--- config.mk ---
export PLATFORM = sky130hd
export DESIGN_NAME = packet_byte_rate_limiter_core_flat
export DESIGN_NICKNAME = d
export VERILOG_FILES = /design/src/rtl/pbrl_pkg.sv /design/src/rtl/pbrl_if.sv /design/src/rtl/packet_byte_rate_limiter_core.sv /design/src/rtl/pbrl_alu.sv /design/src/rtl/pbrl_engine.sv /design/src/flat_wrapper.sv
export VERILOG_INCLUDE_DIRS = /design/src /design/src/rtl
export SDC_FILE = /design/constraint.sdc
export NUM_CORES = 1
export LEC_CHECK = 0
export BUFFER_PORTS_ARGS = -buffer_cell sky130_fd_sc_hd__buf_2
export CAP_MARGIN = 5
export CORE_MARGIN = 2
export CORE_UTILIZATION = 40
export CTS_CLUSTER_DIAMETER = 120
export CTS_CLUSTER_SIZE = 12
export DETAILED_ROUTE_END_ITERATION = 10
export PLACE_DENSITY_LB_ADDON = 0.05
export SYNTH_ARGS = -nofsm -noshare
export SYNTH_HDL_FRONTEND = slang
export SYNTH_SLANG_ARGS = --single-unit
--- constraint.sdc ---
create_clock -name clk -period 7 [get_ports clk]
set_input_delay 1.05 -clock clk [delete_from_list [all_inputs] [get_ports clk]]
set_output_delay 1.05 -clock clk [all_outputs]
set_load 0.02 [all_outputs]
--- src/rtl/packet_byte_rate_limiter_core_macros.svh ---
// Assertion macros used by the rate limiter engine.
`ifndef PACKET_BYTE_RATE_LIMITER_CORE_MACROS_SVH
`define PACKET_BYTE_RATE_LIMITER_CORE_MACROS_SVH

// Same-cycle implication, disabled while reset is asserted.
`define PBRL_ASSERT_IMPL(lbl, clk, rstn, ante, cons) \
	lbl: assert property (@(posedge clk) disable iff (!(rstn)) (ante) |-> (cons)) \
		else $error("pbrl assertion failed");

// Next-cycle implication, disabled while reset is asserted.
`define PBRL_ASSERT_NEXT(lbl, clk, rstn, ante, cons) \
	lbl: assert property (@(posedge clk) disable iff (!(rstn)) (ante) |=> (cons)) \
		else $error("pbrl assertion failed");

`endif

--- src/rtl/pbrl_pkg.sv ---
// Types and constants shared by the packet byte-rate limiter modules.
package pbrl_pkg;

	localparam int TIME_W = 64;
	localparam int BT_W   = 20;
	localparam int WAIT_W = 32;

	localparam logic [BT_W-1:0] BT_RESET = 20'd1000000;

	localparam logic OP_SEND    = 1'b0;
	localparam logic OP_RESTART = 1'b1;

	localparam int CFG_IDX_W = 1;
	localparam logic [CFG_IDX_W-1:0] CFG_IDX_BUDGET = 1'b0;
	localparam logic [CFG_IDX_W-1:0] CFG_IDX_BLOCK  = 1'b1;

	typedef enum logic [3:0] {
		ST_IDLE,
		ST_DIV1,
		ST_MUL1,
		ST_MUL2,
		ST_DIV2,
		ST_DUE,
		ST_DIFF,
		ST_CMP,
		ST_MOVE,
		ST_ADD,
		ST_CHK,
		ST_DONE
	} state_t;

	typedef struct packed {
		logic start;
		logic taken;
	} eng_ctrl_t;

	typedef struct packed {
		logic              idle;
		logic              done;
		logic              allowed;
		logic [WAIT_W-1:0] wait_us;
	} eng_stat_t;

endpackage

--- src/rtl/pbrl_if.sv ---
// Request and response channel interfaces of the packet byte-rate limiter.
interface pbrl_req_if #(
	parameter int LEN_BITS = 16
);
	logic                       valid;
	logic                       ready;
	logic                       operation;
	logic [pbrl_pkg::TIME_W-1:0] now_us;
	logic [LEN_BITS-1:0]        pkt_len;

	modport source (output valid, output operation, output now_us, output pkt_len,
		input ready);
	modport sink (input valid, input operation, input now_us, input pkt_len,
		output ready);
endinterface

interface pbrl_rsp_if;
	logic                        valid;
	logic                        ready;
	logic                        allowed;
	logic [pbrl_pkg::WAIT_W-1:0] wait_us;

	modport source (output valid, output allowed, output wait_us, input ready);
	modport sink (input valid, input allowed, input wait_us, output ready);
endinterface

--- src/rtl/packet_byte_rate_limiter_core.sv ---
// Top level of the packet byte-rate limiter: channels, configuration and result register.
//
// Usage: each request on the req channel either asks to send a packet
// (operation = send, with the current time now_us and pkt_len) or restarts
// the byte-budget window at now_us. Exactly one result per request leaves
// on the rsp channel: allowed, and wait_us in whole microseconds when the
// packet is refused. Both channels use a valid/ready handshake.
// The block works on one request at a time. A restart, a zero budget, an
// unlimited budget and a send while the budget is not yet spent skip the
// divide and multiply steps. Once the budget is spent the due time takes
// two restoring divisions and two shift-add multiplications on one shared
// adder, one bit per cycle; an admitted packet then also slides the window
// and adds its length. The next request is taken in the cycle after the
// result is handed over.
// The result register frees the sequencer, so a new request is accepted
// while the previous result still waits for a stalled receiver; the next
// result then waits in the sequencer until the register is emptied.
// Reset clears the window start, byte count, full flag and the response
// valid flag; the budget resets to zero and the block time to one second.
// Configuration is written through cfg_we, cfg_index and cfg_data; the user
// must do so only while no request is in flight; the block does not enforce it.
module packet_byte_rate_limiter_core #(
	parameter int LEN_BITS    = 16,
	parameter int BUDGET_BITS = 32,
	localparam int CFG_W      = (BUDGET_BITS > pbrl_pkg::BT_W) ? BUDGET_BITS : pbrl_pkg::BT_W
) (
	input  logic                           clk,
	input  logic                           arst_n,
	pbrl_req_if.sink                       req,
	pbrl_rsp_if.source                     rsp,
	input  logic                           cfg_we,
	input  logic [pbrl_pkg::CFG_IDX_W-1:0] cfg_index,
	input  logic [CFG_W-1:0]               cfg_data
);

	logic [BUDGET_BITS-1:0]        bpb_q;
	logic [pbrl_pkg::BT_W-1:0]     bt_q;
	logic                          rsp_valid_q;
	logic                          rsp_allowed_q;
	logic [pbrl_pkg::WAIT_W-1:0]   rsp_wait_q;
	logic                          load;
	pbrl_pkg::eng_ctrl_t           ctrl;
	pbrl_pkg::eng_stat_t           stat;

	// Configuration registers; writes are registered.
	always_ff @(posedge clk or negedge arst_n) begin
		if (!arst_n) begin
			bpb_q <= '0;
			bt_q  <= pbrl_pkg::BT_RESET;
		end else if (cfg_we) begin
			case (cfg_index)
				pbrl_pkg::CFG_IDX_BUDGET: bpb_q <= cfg_data[BUDGET_BITS-1:0];
				pbrl_pkg::CFG_IDX_BLOCK:  bt_q  <= cfg_data[pbrl_pkg::BT_W-1:0];
				default: begin
					bpb_q <= bpb_q;
				end
			endcase
		end
	end

	// A finished result moves into the response register whenever that
	// register is empty or being emptied in the same cycle.
	assign load       = stat.done && (!rsp_valid_q || rsp.ready);
	assign ctrl.start = req.valid && stat.idle;
	assign ctrl.taken = load;
	assign req.ready  = stat.idle;

	pbrl_engine #(
		.LEN_BITS   (LEN_BITS),
		.BUDGET_BITS(BUDGET_BITS)
	) u_engine (
		.clk      (clk),
		.arst_n   (arst_n),
		.ctrl     (ctrl),
		.operation(req.operation),
		.now_us   (req.now_us),
		.pkt_len  (req.pkt_len),
		.bpb      (bpb_q),
		.bt       (bt_q),
		.stat     (stat)
	);

	always_ff @(posedge clk or negedge arst_n) begin
		if (!arst_n) begin
			rsp_valid_q <= 1'b0;
		end else if (load) begin
			rsp_valid_q <= 1'b1;
		end else if (rsp.ready) begin
			rsp_valid_q <= 1'b0;
		end
	end

	always_ff @(posedge clk) begin
		if (load) begin
			rsp_allowed_q <= stat.allowed;
			rsp_wait_q    <= stat.wait_us;
		end
	end

	assign rsp.valid   = rsp_valid_q;
	assign rsp.allowed = rsp_allowed_q;
	assign rsp.wait_us = rsp_wait_q;

endmodule

--- src/rtl/pbrl_alu.sv ---
// Shared add/subtract unit with carry out; carry is set on a subtract when a >= b.
module pbrl_alu #(
	parameter int W = 64
) (
	input  logic [W-1:0] a,
	input  logic [W-1:0] b,
	input  logic         sub,
	output logic [W-1:0] sum,
	output logic         carry
);

	logic [W-1:0] b_eff;

	assign b_eff = sub ? ~b : b;
	assign {carry, sum} = {1'b0, a} + {1'b0, b_eff} + {{W{1'b0}}, sub};

endmodule

--- src/rtl/pbrl_engine.sv ---
// Sequencer and state of the rate limiter, built around one shared adder.
`include "packet_byte_rate_limiter_core_macros.svh"

module pbrl_engine #(
	parameter int LEN_BITS    = 16,
	parameter int BUDGET_BITS = 32
) (
	input  logic                          clk,
	input  logic                          arst_n,
	input  pbrl_pkg::eng_ctrl_t           ctrl,
	input  logic                          operation,
	input  logic [pbrl_pkg::TIME_W-1:0]   now_us,
	input  logic [LEN_BITS-1:0]           pkt_len,
	input  logic [BUDGET_BITS-1:0]        bpb,
	input  logic [pbrl_pkg::BT_W-1:0]     bt,
	output pbrl_pkg::eng_stat_t           stat
);

	localparam int TW     = pbrl_pkg::TIME_W;
	localparam int BTW    = pbrl_pkg::BT_W;
	localparam int WW     = pbrl_pkg::WAIT_W;
	localparam int SENT_W = BUDGET_BITS + 2;
	localparam int PROD_W = BUDGET_BITS + BTW;
	localparam int ACC_W  = (PROD_W > TW) ? PROD_W : TW;
	localparam int DQ_W   = (SENT_W > BTW) ? SENT_W : BTW;
	localparam int CNT_W  = $clog2(DQ_W + 1);

	pbrl_pkg::state_t state_q, state_d;

	logic [TW-1:0]          ws_q;
	logic [SENT_W-1:0]      sent_q;
	logic                   full_q;
	logic [ACC_W-1:0]       acc_q;
	logic [DQ_W-1:0]        dq_q;
	logic [BUDGET_BITS-1:0] rem_q;
	logic [SENT_W-1:0]      blocks_q;
	logic [BUDGET_BITS-1:0] rest_q;
	logic [TW-1:0]          tprod_q;
	logic [TW-1:0]          due_q;
	logic [TW-1:0]          diff_q;
	logic [CNT_W-1:0]       cnt_q;
	logic [BTW-1:0]         mbt_q;
	logic [TW-1:0]          now_q;
	logic [LEN_BITS-1:0]    len_q;
	logic                   allowed_q;
	logic [WW-1:0]          wait_q;

	logic [ACC_W-1:0]       alu_a, alu_b, alu_s;
	logic                   alu_sub, alu_c;
	logic [BUDGET_BITS:0]   div_a;
	logic [BUDGET_BITS-1:0] div_rem;
	logic [DQ_W-1:0]        div_dq;
	logic [WW-1:0]          wait_sat;
	logic                   bpb_zero, bpb_ones;
	logic                   div1_last, bt_last;

	assign div_a     = {rem_q, dq_q[DQ_W-1]};
	assign div_rem   = alu_c ? alu_s[BUDGET_BITS-1:0] : div_a[BUDGET_BITS-1:0];
	assign div_dq    = {dq_q[DQ_W-2:0], alu_c};
	assign wait_sat  = (|alu_s[TW-1:WW]) ? '1 : alu_s[WW-1:0];
	assign bpb_zero  = (bpb == '0);
	assign bpb_ones  = (bpb == '1);
	assign div1_last = (cnt_q == CNT_W'(SENT_W - 1));
	assign bt_last   = (cnt_q == CNT_W'(BTW - 1));

	// Operand selection for the shared adder.
	always_comb begin
		alu_a   = '0;
		alu_b   = '0;
		alu_sub = 1'b0;
		case (state_q)
			pbrl_pkg::ST_DIV1, pbrl_pkg::ST_DIV2: begin
				alu_a   = ACC_W'(div_a);
				alu_b   = ACC_W'(bpb);
				alu_sub = 1'b1;
			end
			pbrl_pkg::ST_MUL1: begin
				alu_a = acc_q << 1;
				alu_b = mbt_q[BTW-1] ? ACC_W'(blocks_q) : '0;
			end
			pbrl_pkg::ST_MUL2: begin
				alu_a = acc_q << 1;
				alu_b = mbt_q[BTW-1] ? ACC_W'(rest_q) : '0;
			end
			pbrl_pkg::ST_DUE: begin
				alu_a = ACC_W'(tprod_q);
				alu_b = ACC_W'(dq_q[BTW-1:0]);
			end
			pbrl_pkg::ST_DIFF: begin
				alu_a   = ACC_W'(now_q);
				alu_b   = ACC_W'(ws_q);
				alu_sub = 1'b1;
			end
			pbrl_pkg::ST_CMP: begin
				alu_a   = ACC_W'(due_q);
				alu_b   = ACC_W'(diff_q);
				alu_sub = 1'b1;
			end
			pbrl_pkg::ST_MOVE: begin
				alu_a = ACC_W'(ws_q);
				alu_b = ACC_W'(tprod_q);
			end
			pbrl_pkg::ST_ADD: begin
				alu_a = ACC_W'(sent_q);
				alu_b = ACC_W'(len_q);
			end
			pbrl_pkg::ST_CHK: begin
				alu_a   = ACC_W'(sent_q);
				alu_b   = ACC_W'(bpb);
				alu_sub = 1'b1;
			end
			default: begin
				alu_a = '0;
			end
		endcase
	end

	pbrl_alu #(
		.W(ACC_W)
	) u_alu (
		.a    (alu_a),
		.b    (alu_b),
		.sub  (alu_sub),
		.sum  (alu_s),
		.carry(alu_c)
	);

	always_ff @(posedge clk or negedge arst_n) begin
		if (!arst_n) begin
			state_q <= pbrl_pkg::ST_IDLE;
		end else begin
			state_q <= state_d;
		end
	end

	always_comb begin
		state_d = state_q;
		stat    = '0;
		case (state_q)
			pbrl_pkg::ST_IDLE: begin
				stat.idle = 1'b1;
				if (ctrl.start) begin
					if (operation == pbrl_pkg::OP_RESTART || bpb_zero || bpb_ones) begin
						state_d = pbrl_pkg::ST_DONE;
					end else if (full_q) begin
						state_d = pbrl_pkg::ST_DIV1;
					end else begin
						state_d = pbrl_pkg::ST_ADD;
					end
				end
			end
			pbrl_pkg::ST_DIV1: begin
				if (div1_last) begin
					state_d = pbrl_pkg::ST_MUL1;
				end
			end
			pbrl_pkg::ST_MUL1: begin
				if (bt_last) begin
					state_d = pbrl_pkg::ST_MUL2;
				end
			end
			pbrl_pkg::ST_MUL2: begin
				if (bt_last) begin
					state_d = pbrl_pkg::ST_DIV2;
				end
			end
			pbrl_pkg::ST_DIV2: begin
				if (bt_last) begin
					state_d = pbrl_pkg::ST_DUE;
				end
			end
			pbrl_pkg::ST_DUE:  state_d = pbrl_pkg::ST_DIFF;
			pbrl_pkg::ST_DIFF: state_d = pbrl_pkg::ST_CMP;
			pbrl_pkg::ST_CMP: begin
				state_d = alu_c ? pbrl_pkg::ST_DONE : pbrl_pkg::ST_MOVE;
			end
			pbrl_pkg::ST_MOVE: state_d = pbrl_pkg::ST_ADD;
			pbrl_pkg::ST_ADD:  state_d = pbrl_pkg::ST_CHK;
			pbrl_pkg::ST_CHK:  state_d = pbrl_pkg::ST_DONE;
			pbrl_pkg::ST_DONE: begin
				stat.done    = 1'b1;
				stat.allowed = allowed_q;
				stat.wait_us = wait_q;
				if (ctrl.taken) begin
					state_d = pbrl_pkg::ST_IDLE;
				end
			end
			default: begin
				state_d = pbrl_pkg::ST_IDLE;
			end
		endcase
	end

	// Limiter state proper: window start, byte count and full flag.
	always_ff @(posedge clk or negedge arst_n) begin
		if (!arst_n) begin
			ws_q   <= '0;
			sent_q <= '0;
			full_q <= 1'b0;
		end else begin
			case (state_q)
				pbrl_pkg::ST_IDLE: begin
					if (ctrl.start && operation == pbrl_pkg::OP_RESTART) begin
						ws_q   <= now_us;
						sent_q <= '0;
						full_q <= 1'b0;
					end
				end
				pbrl_pkg::ST_MOVE: begin
					ws_q   <= alu_s[TW-1:0];
					sent_q <= SENT_W'(rest_q);
					full_q <= 1'b0;
				end
				pbrl_pkg::ST_ADD: begin
					sent_q <= alu_s[SENT_W-1:0];
				end
				pbrl_pkg::ST_CHK: begin
					full_q <= alu_c;
				end
				default: begin
					full_q <= full_q;
				end
			endcase
		end
	end

	// Working registers of the divide and multiply iterations, the latched request and the result.
	always_ff @(posedge clk) begin
		case (state_q)
			pbrl_pkg::ST_IDLE: begin
				now_q <= now_us;
				len_q <= pkt_len;
				rem_q <= '0;
				dq_q  <= DQ_W'(sent_q) << (DQ_W - SENT_W);
				cnt_q <= '0;
				if (ctrl.start) begin
					allowed_q <= (operation == pbrl_pkg::OP_SEND) && bpb_ones;
					wait_q    <= '0;
				end
			end
			pbrl_pkg::ST_DIV1: begin
				rem_q <= div_rem;
				dq_q  <= div_dq;
				cnt_q <= cnt_q + 1'b1;
				if (div1_last) begin
					blocks_q <= div_dq[SENT_W-1:0];
					rest_q   <= div_rem;
					acc_q    <= '0;
					mbt_q    <= bt;
					cnt_q    <= '0;
				end
			end
			pbrl_pkg::ST_MUL1: begin
				acc_q <= alu_s;
				mbt_q <= mbt_q << 1;
				cnt_q <= cnt_q + 1'b1;
				if (bt_last) begin
					tprod_q <= alu_s[TW-1:0];
					acc_q   <= '0;
					mbt_q   <= bt;
					cnt_q   <= '0;
				end
			end
			pbrl_pkg::ST_MUL2: begin
				acc_q <= alu_s;
				mbt_q <= mbt_q << 1;
				cnt_q <= cnt_q + 1'b1;
				if (bt_last) begin
					// The product over 2^20 stays below the budget, so it seeds the
					// remainder and only the low 20 bits are left to divide.
					rem_q <= alu_s[PROD_W-1:BTW];
					dq_q  <= DQ_W'(alu_s[BTW-1:0]) << (DQ_W - BTW);
					cnt_q <= '0;
				end
			end
			pbrl_pkg::ST_DIV2: begin
				rem_q <= div_rem;
				dq_q  <= div_dq;
				cnt_q <= cnt_q + 1'b1;
			end
			pbrl_pkg::ST_DUE: begin
				due_q <= alu_s[TW-1:0];
			end
			pbrl_pkg::ST_DIFF: begin
				diff_q <= alu_s[TW-1:0];
			end
			pbrl_pkg::ST_CMP: begin
				allowed_q <= 1'b0;
				wait_q    <= wait_sat;
			end
			pbrl_pkg::ST_CHK: begin
				allowed_q <= 1'b1;
				wait_q    <= '0;
			end
			default: begin
				cnt_q <= cnt_q;
			end
		endcase
	end

	`PBRL_ASSERT_IMPL(a_start_in_idle, clk, arst_n, ctrl.start, state_q == pbrl_pkg::ST_IDLE)
	`PBRL_ASSERT_NEXT(a_done_holds, clk, arst_n, state_q == pbrl_pkg::ST_DONE && !ctrl.taken, state_q == pbrl_pkg::ST_DONE && $stable(wait_q) && $stable(allowed_q))
	`PBRL_ASSERT_IMPL(a_allowed_no_wait, clk, arst_n, state_q == pbrl_pkg::ST_DONE && allowed_q, wait_q == '0)
	`PBRL_ASSERT_IMPL(a_div_count, clk, arst_n, state_q == pbrl_pkg::ST_DIV1, cnt_q < CNT_W'(SENT_W))

endmodule

--- src/flat_wrapper.sv ---
// flat-port wrapper written by rule: the top's interface ports become plain ports
module packet_byte_rate_limiter_core_flat 
#(
	parameter int LEN_BITS    = 16,
	parameter int BUDGET_BITS = 32,
	localparam int CFG_W      = (BUDGET_BITS > pbrl_pkg::BT_W) ? BUDGET_BITS : pbrl_pkg::BT_W
)
  (clk, arst_n, cfg_we, cfg_index, cfg_data, req_valid, req_operation, req_now_us, req_pkt_len, req_ready, rsp_valid, rsp_allowed, rsp_wait_us, rsp_ready);
  pbrl_req_if #(.LEN_BITS(LEN_BITS)) req_i ();
  pbrl_rsp_if rsp_i ();
  input  logic clk;
  input  logic arst_n;
  input  logic cfg_we;
  input  logic [pbrl_pkg::CFG_IDX_W-1:0] cfg_index;
  input  logic [CFG_W-1:0] cfg_data;
  input wire logic [$bits(req_i.valid)-1:0] req_valid;
  input wire logic [$bits(req_i.operation)-1:0] req_operation;
  input wire logic [$bits(req_i.now_us)-1:0] req_now_us;
  input wire logic [$bits(req_i.pkt_len)-1:0] req_pkt_len;
  output wire logic [$bits(req_i.ready)-1:0] req_ready;
  output wire logic [$bits(rsp_i.valid)-1:0] rsp_valid;
  output wire logic [$bits(rsp_i.allowed)-1:0] rsp_allowed;
  output wire logic [$bits(rsp_i.wait_us)-1:0] rsp_wait_us;
  input wire logic [$bits(rsp_i.ready)-1:0] rsp_ready;
  assign req_i.valid = req_valid;
  assign req_i.operation = req_operation;
  assign req_i.now_us = req_now_us;
  assign req_i.pkt_len = req_pkt_len;
  assign req_ready = req_i.ready;
  assign rsp_valid = rsp_i.valid;
  assign rsp_allowed = rsp_i.allowed;
  assign rsp_wait_us = rsp_i.wait_us;
  assign rsp_i.ready = rsp_ready;
  packet_byte_rate_limiter_core #(.LEN_BITS(LEN_BITS), .BUDGET_BITS(BUDGET_BITS)) u_core (.clk(clk), .arst_n(arst_n), .req(req_i), .rsp(rsp_i), .cfg_we(cfg_we), .cfg_index(cfg_index), .cfg_data(cfg_data));
endmodule
After elaboration in Yosys (flattened, before gate mapping)
Cells that the tools add are included.

storage, ports and cells
  register bits after elaboration = 715
  input port bits = 119
  output and inout port bits = 35
  word-level logic and storage cells = 130

operators by class
  $add $sub $neg = 3
  eq/ne operators = 21
  muxes and demuxes = 45
  bitwise operators = 3
  reduce and logical (&&, ||, !) cells = 35

operators with widths
  kind                    count
  $pmux W64 S8            1
  $pmux W64 S7            1
  $pmux W34 S3            2
  $pmux W32 S3            2
  $pmux W63 S3            1
  $mux W32                5
  $mux W34                4
  $mux W64                2
  $pmux W64 S2            1
  $mux W63                2
  $add A64 B64 Y65        1
  $add A65 B1 Y65         1
  $not A64 Y64            1
  $pmux W20 S3            1
  $pmux W4 S12            1
  $mux W20                2
  $eq A32 B32 Y1 const B  1
  $logic_not A32 Y1       1
  $mux W4                 8
  $reduce_or A32 Y1       1
  $pmux W6 S4             1
  $reduce_and A2 Y1       10
  $eq A4 B3 Y1 const B    4
  $eq A4 B4 Y1 const B    4
  other kinds (23)        49

Longest topological paths before layout
Gate-level depths: netlist of the first run.

  depth in word-level cells = 10
  mapped depth = 25
  gate-level depth less buffers = 20

Hierarchy
From an unflattened synthesis of the first run, not the netlist that was laid out.

second synthesis, totals
  cell total of the unflattened synthesis = 2769
  area, all modules = 34544.4 sq um

modules (own cells, without submodules)
  module                         instances  cells an instance  area an instance (sq um)  sequential area each (sq um)
  pbrl_engine                    1          1979               26909.6                   18372.6
  pbrl_alu                       1          640                4474.3                    0.0
  packet_byte_rate_limiter_core  1          150                3160.5                    2326.0

Worst setup path before layout of the first run
No wires, ideal clock.

  path type = register -> register
  start = reg u_core.u_engine.state_q[2]
  end = reg u_core.u_engine.wait_q[10] (data pin)
  library setup time = 0.280 ns
  arrival time = 7.432 ns
  required time = 6.720 ns
  setup slack = -0.712 ns
  cell stages (with the launch flop) = 23
  buffers on the path = 7
  period minus slack after synthesis = 7.712 ns
  cells stage by stage = dfrtp_1 buf_2 clkbuf_1 nand2_1 nor2_1 clkbuf_1 buf_1 buf_1 a22oi_1 nand3_1 ha_1 clkbuf_1 nand4_1 nor3_1 o21ai_0 a2111oi_0 o21ai_0 a32oi_1 nand4_1 or4_4 nor4_4 buf_6 a21oi_2

between the ends
  cells in the longest elaborated chain, start to end = 10
  elaborated cells between the ends (all ways) = 26
  classes of those cells = add/sub: 2; eq/ne: 10; mux: 6; bitwise: 1; reduce/logical: 7

ends and longest elaborated chain
  what                                  line                                   RTL
  from (decl)                           pbrl_engine.sv:28                      pbrl_pkg::state_t state_q, state_d;
  from (signal assigned)                pbrl_engine.sv:130                     state_q <= pbrl_pkg::ST_IDLE;
  from (signal assigned)                pbrl_engine.sv:132                     state_q <= state_d;
  $eq A4 B4 Y1 (tied with other cells)  pbrl_engine.sv:71, pbrl_engine.sv:229
  $reduce_or A3 Y1 (no source line)     -
  $pmux W64 S8                          pbrl_engine.sv:71                      case (state_q)
  $not A64 Y64                          pbrl_alu.sv:14                         assign b_eff = sub ? ~b : b;
  $mux W64                              pbrl_alu.sv:14
  $add A64 B64 Y65                      pbrl_alu.sv:15                         assign {carry, sum} = {1'b0, a} + {1'b0, b_eff} + {{W{1'b0}}, sub};
  $add A65 B1 Y65                       pbrl_alu.sv:15
  $reduce_or A32 Y1                     pbrl_engine.sv:60                      assign wait_sat = (|alu_s[TW-1:WW]) ? '1 : alu_s[WW-1:0];
  $mux W32                              pbrl_engine.sv:60
  $pmux W32 S3 *                        pbrl_engine.sv:229                     case (state_q)
  to (signal assigned)                  pbrl_engine.sv:289                     wait_q <= wait_sat;
  to (decl)                             pbrl_engine.sv:46                      logic [WW-1:0] wait_q;

Every way passes the cells marked *; elsewhere a longest branch is shown, timed or not.
A chain may end at the register's enable or synchronous reset.

Worst setup path after layout of the first run
  start = reg u_core.u_engine.state_q[3]
  end = reg u_core.u_engine.wait_q[6] (data pin)

The elaborated chain is that of the path after synthesis.

==> results of run 1 <==
## logic make-up after synthesis
family	share of synthesized area
xor gates and xnor gates	0.0230
DFF	0.599
AOI/OAI and AO/OA	0.186
adders and majority gates	0.0241
and+or+nand+nor	0.0974
muxes	0.0340
buffers and inverters	0.0366
## repair_timing
item	CTS	global route
buffers inserted	0	3
resized for setup	0	6
endpoints found under the setup margin	0	35
## metal layers
layer,up-vias,GRT usage,part of all wire
li1,11712,-,-
met1,13832,0.417,0.42
met2,1418,0.461,0.45
met3,226,0.0529,0.087
met4,0,0.101,0.037
met5,-,0,0
## per-stage QoR
| step | cells | cell area, sq um | util | hold WS [ps] |
|---|---|---|---|---|
| after global routing | 4289 | 39600 | 0.464 | 432 |
| final | 4290 | 39600 | 0.464 | 408 |
| after global placement | 4164 | 37600 | 0.440 | 433 |
| after floorplan | 2911 | 34600 | - | 427 |
| after detailed placement | 4164 | 37600 | 0.440 | 438 |
| after CTS | 4286 | 39600 | 0.463 | 414 |
## worst max-delay path by stage
stage / from / endpoint / slack [ps] / cells past startpoint
2_1_floorplan: u_core.u_engine.state_q[2] / u_core.u_engine.wait_q[10] / 230 / 22
3_3_place_gp: u_core.u_engine.state_q[3] / u_core.u_engine.wait_q[29] / 230 / 22
3_5_place_dp: u_core.u_engine.state_q[3] / u_core.u_engine.wait_q[6] / 200 / 21
4_1_cts: u_core.u_engine.state_q[3] / u_core.u_engine.wait_q[6] / 170 / 21
5_1_grt: u_core.u_engine.state_q[3] / u_core.u_engine.wait_q[31] / 30 / 22
6_report: u_core.u_engine.state_q[3] / u_core.u_engine.wait_q[6] / 360 / 23
## cell usage after synthesis, types with 25 or more instances
| cell | instances | area, sq um |
|---|---|---|
| mux2i_1 | 33 | 330 |
| xor2_1 | 36 | 315 |
| a222oi_1 | 128 | 1280 |
| o21ai_0 | 176 | 881 |
| clkbuf_1 | 145 | 544 |
| and3_1 | 40 | 250 |
| nand2_1 | 234 | 878 |
| nor2_1 | 174 | 653 |
| dfrtp_1 | 149 | 3730 |
| nor3_1 | 25 | 125 |
| o22ai_1 | 33 | 206 |
| nand3_1 | 106 | 531 |
| ha_1 | 65 | 813 |
| a22oi_1 | 206 | 1550 |
| edfxtp_1 | 559 | 16800 |
| xnor2_1 | 53 | 464 |
| mux2_2 | 73 | 822 |
| nand4_1 | 45 | 282 |
| buf_1 | 36 | 135 |
| inv_1 | 118 | 443 |
| a22o_1 | 34 | 298 |
| a21oi_1 | 133 | 666 |
## area by class of cell
type | count | area share
Clock buffer | 115 | 0.0479
Multi-Input combinational cell | 1872 | 0.322
Inverter | 119 | 0.0113
Antenna cell | 1 | 0.0000631
Sequential cell | 715 | 0.522
Clock inverter | 7 | 0.00284
Timing Repair Buffer | 317 | 0.0575
Tap cell | 1144 | 0.0361
## flip-flops by register name (all words and copies together), names as in the netlist, 34 cells and up
register,count
u_core.u_engine.ws_q,64
u_core.u_engine.acc_q,63
u_core.u_engine.tprod_q,64
u_core.u_engine.dq_q,34
u_core.u_engine.sent_q,34
u_core.u_engine.now_q,64
u_core.u_engine.due_q,64
u_core.u_engine.blocks_q,34
u_core.u_engine.diff_q,64
==> flow_summary_export.csv, run 1 <==
group,metric,value,unit
status,status,"finished clean",
cells_and_area,syn_to_final_growth,14.6,%
job,cap_violations,0,
worst_setup_path,required,7340,ps
timing,fmax,0.150,GHz
die,dieWidth,298,um
die,core-area,85400,sq um
die,die-area,88800,sq um
cells_and_area,regArea,20700,sq um
timing,timing.final.ws_setup,355,ps
synthesis,synthFlopType,"edfxtp_1",
timing,hold_violations,0,
synthesis,avgSynthCellArea,11.9,sq um
synthesis,post_synth_num_cell_types,95,
cells_and_area,n_fill_cell,7918,
route,drt_iter0_markers,4210,
placement,portBuffers,153,
worst_setup_path,r2r-end,"u_core.u_engine.wait_q[6]",
clock_network,cts_num_sinks,715,
timing,period_minus_slack,6640,ps
timing,fin_skew,27.7,ps
timing,worst_pin_slew,1160,ps
placement,pre_cts_slack,202,ps
worst_setup_path,reg2reg_slack,360,ps
timing,post-route-period-util,0.949,
worst_setup_path,cp_max_fo,37,
worst_setup_path,crit_arrival,6990,ps
route,drcViolationCount,0,
die,io_pins,154,
grt,grt_pass1_wl,192,mm
timing,max_slew_margin,0.225,
cells_and_area,layout.nets,3279,
clock_network,cts-root-buf,"clkbuf_16",
grt,grt_max_degree,67,
grt,grt_pass1_vias,26557,
timing,setup_violations,0,
worst_setup_path,cpMostUsedCell,"buf_12",
grt,grt_overflow,0,
timing,rsz0062_at_grt,"false",
worst_setup_path,start_kind,"register",
clock_network,clockBufferDepth,3,
clock_network,cts-htree-levels,3,
die,die_h,298,um
min_path,hold_path_class,"in -> async",
route,vias,27188,
worst_setup_path,worstSetupPathType,"reg -> reg",
clock_network,hold_buffers,0,
timing,tns,0,ps
synthesis,synth_edf_count,559,
cells_and_area,layout_commonest_cell,"edfxtp_1",
worst_setup_path,reg2reg_from,"u_core.u_engine.state_q[3]",
worst_setup_path,critPathSlowestCell,"dfrtp_2",
placement,hpwl,91.7,mm
clock_network,path_clk_slew,60,ps
synthesis,async_flop_share,0.218,
worst_setup_path,end_kind,"register",
synthesis,yosysWarnings,0,
cells_and_area,multi_input_area,12800,sq um
grt,track_usage,0.296,
route,via_per_inst,6.34,
clock_network,cts_tree,"built",
synthesis,yosysSeqAreaShare,0.599,
worst_setup_path,max_stage_delay,520,ps
timing,slew_viol_final,0,
route,wl_per_cell,31.2,um
synthesis,synth_nets,3096,
clock_network,cts_buffers,69,
route,drtPass1Iterations,9,
worst_setup_path,crit_buf_inv,6,
clock_network,clk_latency,640,ps
placement,place.gp.congestion,0.931,
die,initial_core_util,0.405,
worst_setup_path,crit_chain,"inv_1, nand2_1, nor2_4, buf_12, buf_12, buf_12, a222oi_1, nand3_1, xor2_1, ha_1, buf_4, a211oi_1, nor2_1, nor2_1, o311ai_1, a21o_1, or4_1, a32oi_1, nand4_1, or4_4, nor4_4, buf_12, a21oi_1",
worst_setup_path,crit_family,"simple AND/OR/NAND/NOR gates",
grt,antenna_found_initial,5,
cells_and_area,drive_above_1_share,0.175,
route,drt-total-wl,134,mm
route,antenna_left,0,
cells_and_area,final_cell_mix,"edfxtp_1 (559), nand2_1 (230), a22oi_1 (206)",
synthesis,syn-cell-area,34600,sq um
die,num_rows,107,
worst_setup_path,worstRegToRegCells,23,
synthesis,synth_cells,2911,
synthesis,ys_seq_elements,715,
Power of run 1 is left out: the tool's default activity adds up to more than one toggle a clock period on the data nets, which glitch-free logic cannot reach.
==> inputs of run 2 (changes only) <==
- clock period: 7 -> 6.1 ns (I/O delays scaled with it)
==> run 2 against run 1 <==
Effect of this change:
- fmax increased by 10%
- worst hold slack got worse by 140 ps
- worst setup slack got worse by 280 ps
- highest routed layer unchanged
==> flow_summary_export.csv, run 2 (synthesized netlist as in run 1, its figures left out) <==
group,metric,value,unit
clock_network,cts_buffers,69,
clock_network,cts-root-buf,"clkbuf_16",
cells_and_area,final_cell_mix,"edfxtp_1 (559), buf_4 (332), nand2_1 (228)",
worst_setup_path,start_kind,"register",
cells_and_area,layout_commonest_cell,"edfxtp_1",
clock_network,clk_latency,650,ps
min_path,hold_path_class,"in -> async",
grt,track_usage,0.309,
timing,max_slew_margin,0.224,
timing,timing.final.ws_setup,77.2,ps
clock_network,clockBufferDepth,3,
route,drt_iter0_markers,3894,
worst_setup_path,crit_arrival,6370,ps
route,vias,28135,
die,dieWidth,298,um
die,die_h,298,um
timing,fmax,0.166,GHz
clock_network,hold_buffers,0,
timing,period_minus_slack,6020,ps
placement,hpwl,97.3,mm
clock_network,cts-htree-levels,3,
clock_network,cts_num_sinks,715,
cells_and_area,diodes,0,
timing,whs,266,ps
status,status,"finished clean",
placement,place.gp.congestion,0.986,
grt,grt_overflow,0,
worst_setup_path,required,6450,ps
placement,pre_cts_slack,-353,ps
grt,grt_pass1_vias,27877,
route,drt-total-wl,139,mm
clock_network,cts_tree,"built",
cells_and_area,final_cells,4503,
grt,antenna_found_initial,3,
route,drcViolationCount,0,
grt,grt_pass1_wl,201,mm
timing,hold_violations,0,
placement,dp_cells,4345,
placement,portBuffers,153,
timing,rsz0062_at_grt,"true",
cells_and_area,syn_to_final_growth,21.2,%
cells_and_area,layout.nets,3491,
route,drtPass1Iterations,9,
timing,setup_violations,0,
worst_setup_path,cp_max_fo,30,
job,cap_violations,0,
timing,post-route-period-util,0.987,
die,initial_core_util,0.405,
cells_and_area,drive_above_1_share,0.247,
route,wl_per_cell,31.0,um
die,core-area,85400,sq um
timing,fin_skew,34.3,ps
worst_setup_path,end_kind,"register",
timing,worst_pin_slew,1160,ps
route,antenna_left,0,
grt,grt_max_degree,107,
timing,slew_viol_final,0,
route,via_per_inst,6.25,
die,io_pins,154,
die,num_rows,107,
timing,tns,0,ps
clock_network,path_clk_slew,60,ps
die,die-area,88800,sq um
worst_setup_path,worstSetupPathType,"reg -> reg",
[run 2: routing by layer]
metal | vias to the layer above | global-route usage | wire length, um
li1 | 12142 | - | -
met1 | 14472 | 0.439 | 60200
met2 | 1323 | 0.491 | 64200
met3 | 198 | 0.0475 | 10700
met4 | 0 | 0.0876 | 4340
met5 | - | 0 | 0
[run 2: path summary, 6_finish.rpt]
kind	startpoint	end	slack, ps	depth (start not counted)
setup / recovery	u_core.u_engine.state_q[3]	u_core.u_engine.wait_q[5]	80	22
hold / removal	arst_n	u_core.u_engine.ws_q[29]	270	1
setup reg to reg	u_core.u_engine.state_q[3]	u_core.u_engine.wait_q[5]	80	22
hold reg to reg	u_core.u_engine.dq_q[31]	u_core.u_engine.blocks_q[32]	450	0
max in group asynchronous	arst_n	u_core.u_engine.state_q[3]	4600	2
min in group clk	req_pkt_len[7]	u_core.u_engine.len_q[7]	450	1
[run 2: metrics by stage]
step	instance area, sq um	utilization
floorplan	34600	-
global placement	39100	0.457
detailed placement	39100	0.457
CTS	41300	0.484
global route	41900	0.490
finish	41900	0.490
[run 2: worst max-delay path, cell delays in order, from the launching register on]
cell       delay (ps)
dfrtp_2           440
buf_6             150
nor4b_4           130
buf_4             160
buf_12            150
buf_12            160
a222oi_1          470
nand3_1           180
xor2_1            190
ha_2              400
nand2_2            80
or4_4             570
or4_4             450
o22ai_4           180
nor2_4             80
o311ai_4          230
o211ai_1          210
a2111oi_4         400
nand4_1           290
nor4_4            340
buf_6             200
clkbuf_16         170
a21oi_1            60
[run 2: layout make-up]
type	count	area (sq um)
inverters	119	447
clock inverters	4	42.5
flip-flops and latches	715	20700
clock buffers	120	1990
multi-input cells	1873	13200
fillers	7832	43500
repair buffers	528	4060
well taps	1144	1430
[run 2: repair_timing]
action,4_1_cts,5_1_grt
setup buffers,7,23
endpoints found under the setup margin,39,71
cloned,1,3
resized for setup,35,71
pin swaps,13,42
hold endpoints to repair,0,0
Power of run 2 is left out for the same reason.
